--- src/rtl/tqls_pkg.sv ---
// types and constants of the tabular q-learning step block
// no dependencies
package tqls_pkg;

    localparam int KEY_W      = 41;
    localparam int CFG_ADDR_W = 2;
    localparam int CFG_DATA_W = 16;
    localparam int COUNT_OUT_W = 13;

    localparam logic signed [15:0] OBS_LIMIT = 16'sd12288;
    localparam logic [15:0] Q_ONE = 16'd32768;

    localparam logic        TRAIN_MODE_RST    = 1'b1;
    localparam logic [15:0] LEARNING_RATE_RST = 16'd4915;
    localparam logic [15:0] DISCOUNT_RST      = 16'd32440;

    typedef enum logic [CFG_ADDR_W-1:0] {
        CFG_TRAIN_MODE    = 2'd0,
        CFG_LEARNING_RATE = 2'd1,
        CFG_DISCOUNT      = 2'd2
    } cfg_idx_t;

    typedef struct packed {
        logic signed [15:0] progress_obs;
        logic signed [15:0] vel_a_obs;
        logic signed [15:0] vel_b_obs;
        logic signed [15:0] sense_a_obs;
        logic signed [15:0] sense_b_obs;
        logic signed [15:0] coarse_obs;
        logic signed [31:0] reward;
        logic               terminated;
        logic               episode_start;
        logic               explore;
        logic [1:0]         random_action;
    } step_t;

    typedef struct packed {
        logic [1:0]             action;
        logic                   new_entry;
        logic                   table_full;
        logic [COUNT_OUT_W-1:0] entries_used;
    } result_t;

    // clamp to +-3.0, scale, round half away from zero, two's complement code
    function automatic logic [7:0] bucket(input logic signed [15:0] v,
                                          input logic [4:0] scale);
        logic signed [15:0] c;
        logic [13:0]        mag;
        logic [18:0]        prod;
        logic [7:0]         r;
        c = v;
        if (v > OBS_LIMIT)
            c = OBS_LIMIT;
        else if (v < -OBS_LIMIT)
            c = -OBS_LIMIT;
        mag  = (c < 0) ? 14'(-c) : 14'(c);
        prod = 19'(mag) * 19'(scale) + 19'd2048;
        r    = 8'(prod >> 12);
        return (c < 0) ? 8'(8'd0 - r) : r;
    endfunction

endpackage

--- src/rtl/tqls_key_gen.sv ---
// state key builder: six bucketed observations packed into one key
// depends on tqls_pkg
module tqls_key_gen (
    input  tqls_pkg::step_t            step,
    output logic [tqls_pkg::KEY_W-1:0] key
);
    import tqls_pkg::*;

    logic [7:0] b0, b1, b2, b3, b4, b5;

    always_comb
    begin
        b0  = bucket(step.progress_obs, 5'd30);
        b1  = bucket(step.vel_a_obs, 5'd12);
        b2  = bucket(step.vel_b_obs, 5'd12);
        b3  = bucket(step.sense_a_obs, 5'd30);
        b4  = bucket(step.sense_b_obs, 5'd30);
        b5  = bucket(step.coarse_obs, 5'd1);
        key = {b5[2:0], b4, b3, b2[6:0], b1[6:0], b0};
    end

endmodule

--- config.mk ---
export PLATFORM = sky130hd
export DESIGN_NAME = tqls_key_gen
export DESIGN_NICKNAME = d
export VERILOG_FILES = /design/src/rtl/tqls_pkg.sv /design/src/rtl/tqls_key_gen.sv
export SDC_FILE = /design/constraint.sdc
export NUM_CORES = 1
export LEC_CHECK = 0
export ABC_AREA = 1
export BUFFER_PORTS_ARGS = -buffer_cell sky130_fd_sc_hd__buf_2
export CAP_MARGIN = 5
export CELL_PAD_IN_SITES_DETAIL_PLACEMENT = 0
export CELL_PAD_IN_SITES_GLOBAL_PLACEMENT = 1
export CORE_MARGIN = 5
export CORE_UTILIZATION = 30
export DETAILED_ROUTE_END_ITERATION = 8
export PLACE_DENSITY = 0.7
export SLEW_MARGIN = 0
export SYNTH_ARGS = -nofsm -noshare
export SYNTH_HDL_FRONTEND = slang
export SYNTH_SLANG_ARGS = --single-unit
--- constraint.sdc ---
create_clock -name vclk -period 20.9
set_input_delay 3.135 -clock vclk [all_inputs]
set_output_delay 3.135 -clock vclk [all_outputs]
set_load 0.02 [all_outputs]
==> impl_metrics.json <==
{
  "setup_viol": 0,
  "die_width_um": 191,
  "detail-route-antenna-nets": 0,
  "die_height_um": 191,
  "synth_nets": 1952,
  "hold_viol": 0,
  "grt_max_degree": 19,
  "core_area_mm2": 0.0325,
  "cts_resized": 0,
  "areaGrowthSynthToFinish_pct": 11.8,
  "ios": 174,
  "slew_viol_final": 0,
  "post_drt_via_cell_ratio": 4.50,
  "layout.nets": 2079,
  "worst_ep_arrival_time_ns": 8.69,
  "netlist_top_cells_area": "ha_1 17%, nand2_1 16%, inv_1 11%",
  "seqCellArea_um2": 0,
  "synthMuxAreaShare_pct": 0,
  "worst-endpoint-required_ns": 17.77,
  "drtIter0Drc": 343,
  "startpoint": "step[69]",
  "synth_cell_types": 61,
  "design.seq.count": 0,
  "rsz0062_at_grt": "false",
  "period_share_pct": 56.6,
  "max_freq_mhz": 84.5,
  "status": "finished clean",
  "drive_above_1_share_pct": 13.6,
  "drv_cap": 0,
  "syn_area_mm2": 0.00983,
  "grt_pass1_wl_um": 42000,
  "hpwlAfterDp_um": 21200,
  "grtUsageTotal_pct": 12.8,
  "tightestPinTransition_ns": 0.533,
  "synth_top_area_cell": "ha_1",
  "drcViolationCount": 0,
  "drtPass1Iterations": 4,
  "postCtsHoldBufs": 0,
  "grt_pass1_vias": 9870,
  "rows": 66,
  "synthAdderAreaFrac_pct": 22.4,
  "port_buffers": 137,
  "synth_top_family_by_area": "simple AND/OR/NAND/NOR gates",
  "yosys_warnings": 0,
  "synth_compound_area_share_pct": 14.7,
  "fillers": 3658,
  "cp-endpoint": "key[27]",
  "hp-class": "in2out",
  "crit_path_max_incr_delay_ns": 0.55,
  "max_slew_margin_pct": 64.2,
  "fp.dieArea_mm2": 0.0365,
  "wire_per_inst_um": 10.6,
  "synthSimpleGateAreaFrac_pct": 36.1,
  "period_minus_slack_ns": 11.83,
  "hold_depth": 7,
  "cts_setup_buffers": 0,
  "totalWireLength_um": 23500,
  "initial_core_util_pct": 30.3,
  "synth-seq-area-share_pct": 0,
  "synth-xor-area-share_pct": 14.3,
  "vias": 10022,
  "synth_top_area_share_pct": 16.9,
  "crit_path_end_kind": "output port",
  "crit_fanout": 10,
  "crit_path_start_kind": "primary input",
  "num-clock-buffers": 0,
  "crit_top_cell": "nand3_1",
  "crit_type": "in2out",
  "syn_area_per_cell_um2": 5.92,
  "routabilityCongestion": 0.824,
  "antenna_found_initial": 4,
  "grt_overflow": 0,
  "syn_inst": 1659,
  "cp_slowest_cell": "fa_1",
  "fin_tns_setup_ns": 0
}
synth_stat cells (4+ instances only):
cell and count:
a21o_1 23, nor2_2 12, nand2_1 425, nor2_1 179, inv_1 277, nand3b_1 5, nand2_2 19, nor3_1 14
buf_2 5, buf_6 4, o31ai_1 8, nor4_1 12, fa_1 27, o21a_1 8, xor2_1 102, xnor2_1 30
nand3_1 90, o211ai_1 11, a21boi_1 5, xor2_2 7, a21boi_0 10, nor2_4 7, o21ai_0 46, ha_1 133
o21ai_2 4, o21bai_1 10, inv_2 23, o21ai_1 13, nor3_2 7, or2_1 4, a21oi_1 70, nand4_1 25
metrics by stage:
step	area, um^2	util (%)	setup WS [ns]	std cells	hold slack, ns
6_report	11000	33.9	9.07	2227	6.92
2_1_floorplan	9830	-	9.82	1659	6.67
3_5_place_dp	11000	33.9	9.04	2226	6.92
5_1_grt	11000	33.9	8.32	2227	7.00
4_1_cts	11000	33.9	8.99	2226	6.92
3_3_place_gp	11000	33.9	9.02	2226	6.92
cells by family after synthesis:
| logic type | after synthesis |
|---|---|
| AOI/OAI and AO/OA | 228 |
| xor gates and xnor gates | 145 |
| adders and majority gates | 160 |
| buffers and inverters | 316 |
| and+or+nand+nor | 810 |
worst min path at each step:
| stage | start | endpoint | slack [ns] |
|---|---|---|---|
| after CTS | step[50] | key[40] | 6.92 |
| after global placement | step[50] | key[40] | 6.92 |
| final | step[50] | key[40] | 6.92 |
| after floorplan | step[50] | key[40] | 6.67 |
| after global routing | step[50] | key[40] | 7.00 |
| after detailed placement | step[50] | key[40] | 6.92 |
layout by cell type, fill, tap and decap left out, drive strengths merged:
cell type / Yosys / layout
fa: 27 / 27
a41oi: 1 / 1
inv: 302 / 302
o31ai: 10 / 10
o211ai: 11 / 11
nor4: 12 / 12
a211oi: 3 / 3
o22ai: 1 / 1
a21oi: 72 / 72
nand2: 446 / 446
ha: 133 / 133
nand3b: 6 / 6
a31oi: 4 / 4
nand3: 92 / 92
diode: 0 / 1
a21o: 23 / 23
xor2: 111 / 111
o21ai: 65 / 65
o311a: 1 / 1
nor3: 21 / 21
o41ai: 1 / 1
clkinv: 1 / 1
a21boi: 15 / 15
and2: 1 / 1
o221a: 1 / 1
o21bai: 10 / 10
nand4: 25 / 25
or2: 7 / 7
buf: 10 / 138
a221oi: 1 / 1
o21a: 8 / 8
nor2: 200 / 200
xnor2: 34 / 34
o211a: 1 / 1
routing by layer:
metal	global-route usage (%)	vias up	wire [um]
li1	-	5547	-
met1	17.8	4330	12200
met3	0.968	11	843
met4	0.608	6	106
met5	0	-	39
met2	22.8	128	10300
worst max-delay path: cells and delay by family:
family / cells / cell delay [ns]
xor+xnor: 3 / 0.83
buf+inv: 8 / 0.67
fa+ha+maj: 4 / 1.59
compound gates: 2 / 0.21
simple gates: 19 / 2.25
layout make-up:
class	instances	area, um^2	share of cell area [%]
antenna	1	2.50	0.0228
inverter	303	1150	10.4
multi-input combinational	1343	8600	78.2
tap	442	553	5.03
timing repair buffer	138	693	6.31
Power is left out: the tool's default activity adds up to more than one toggle a clock period on the data nets, which glitch-free logic cannot reach.
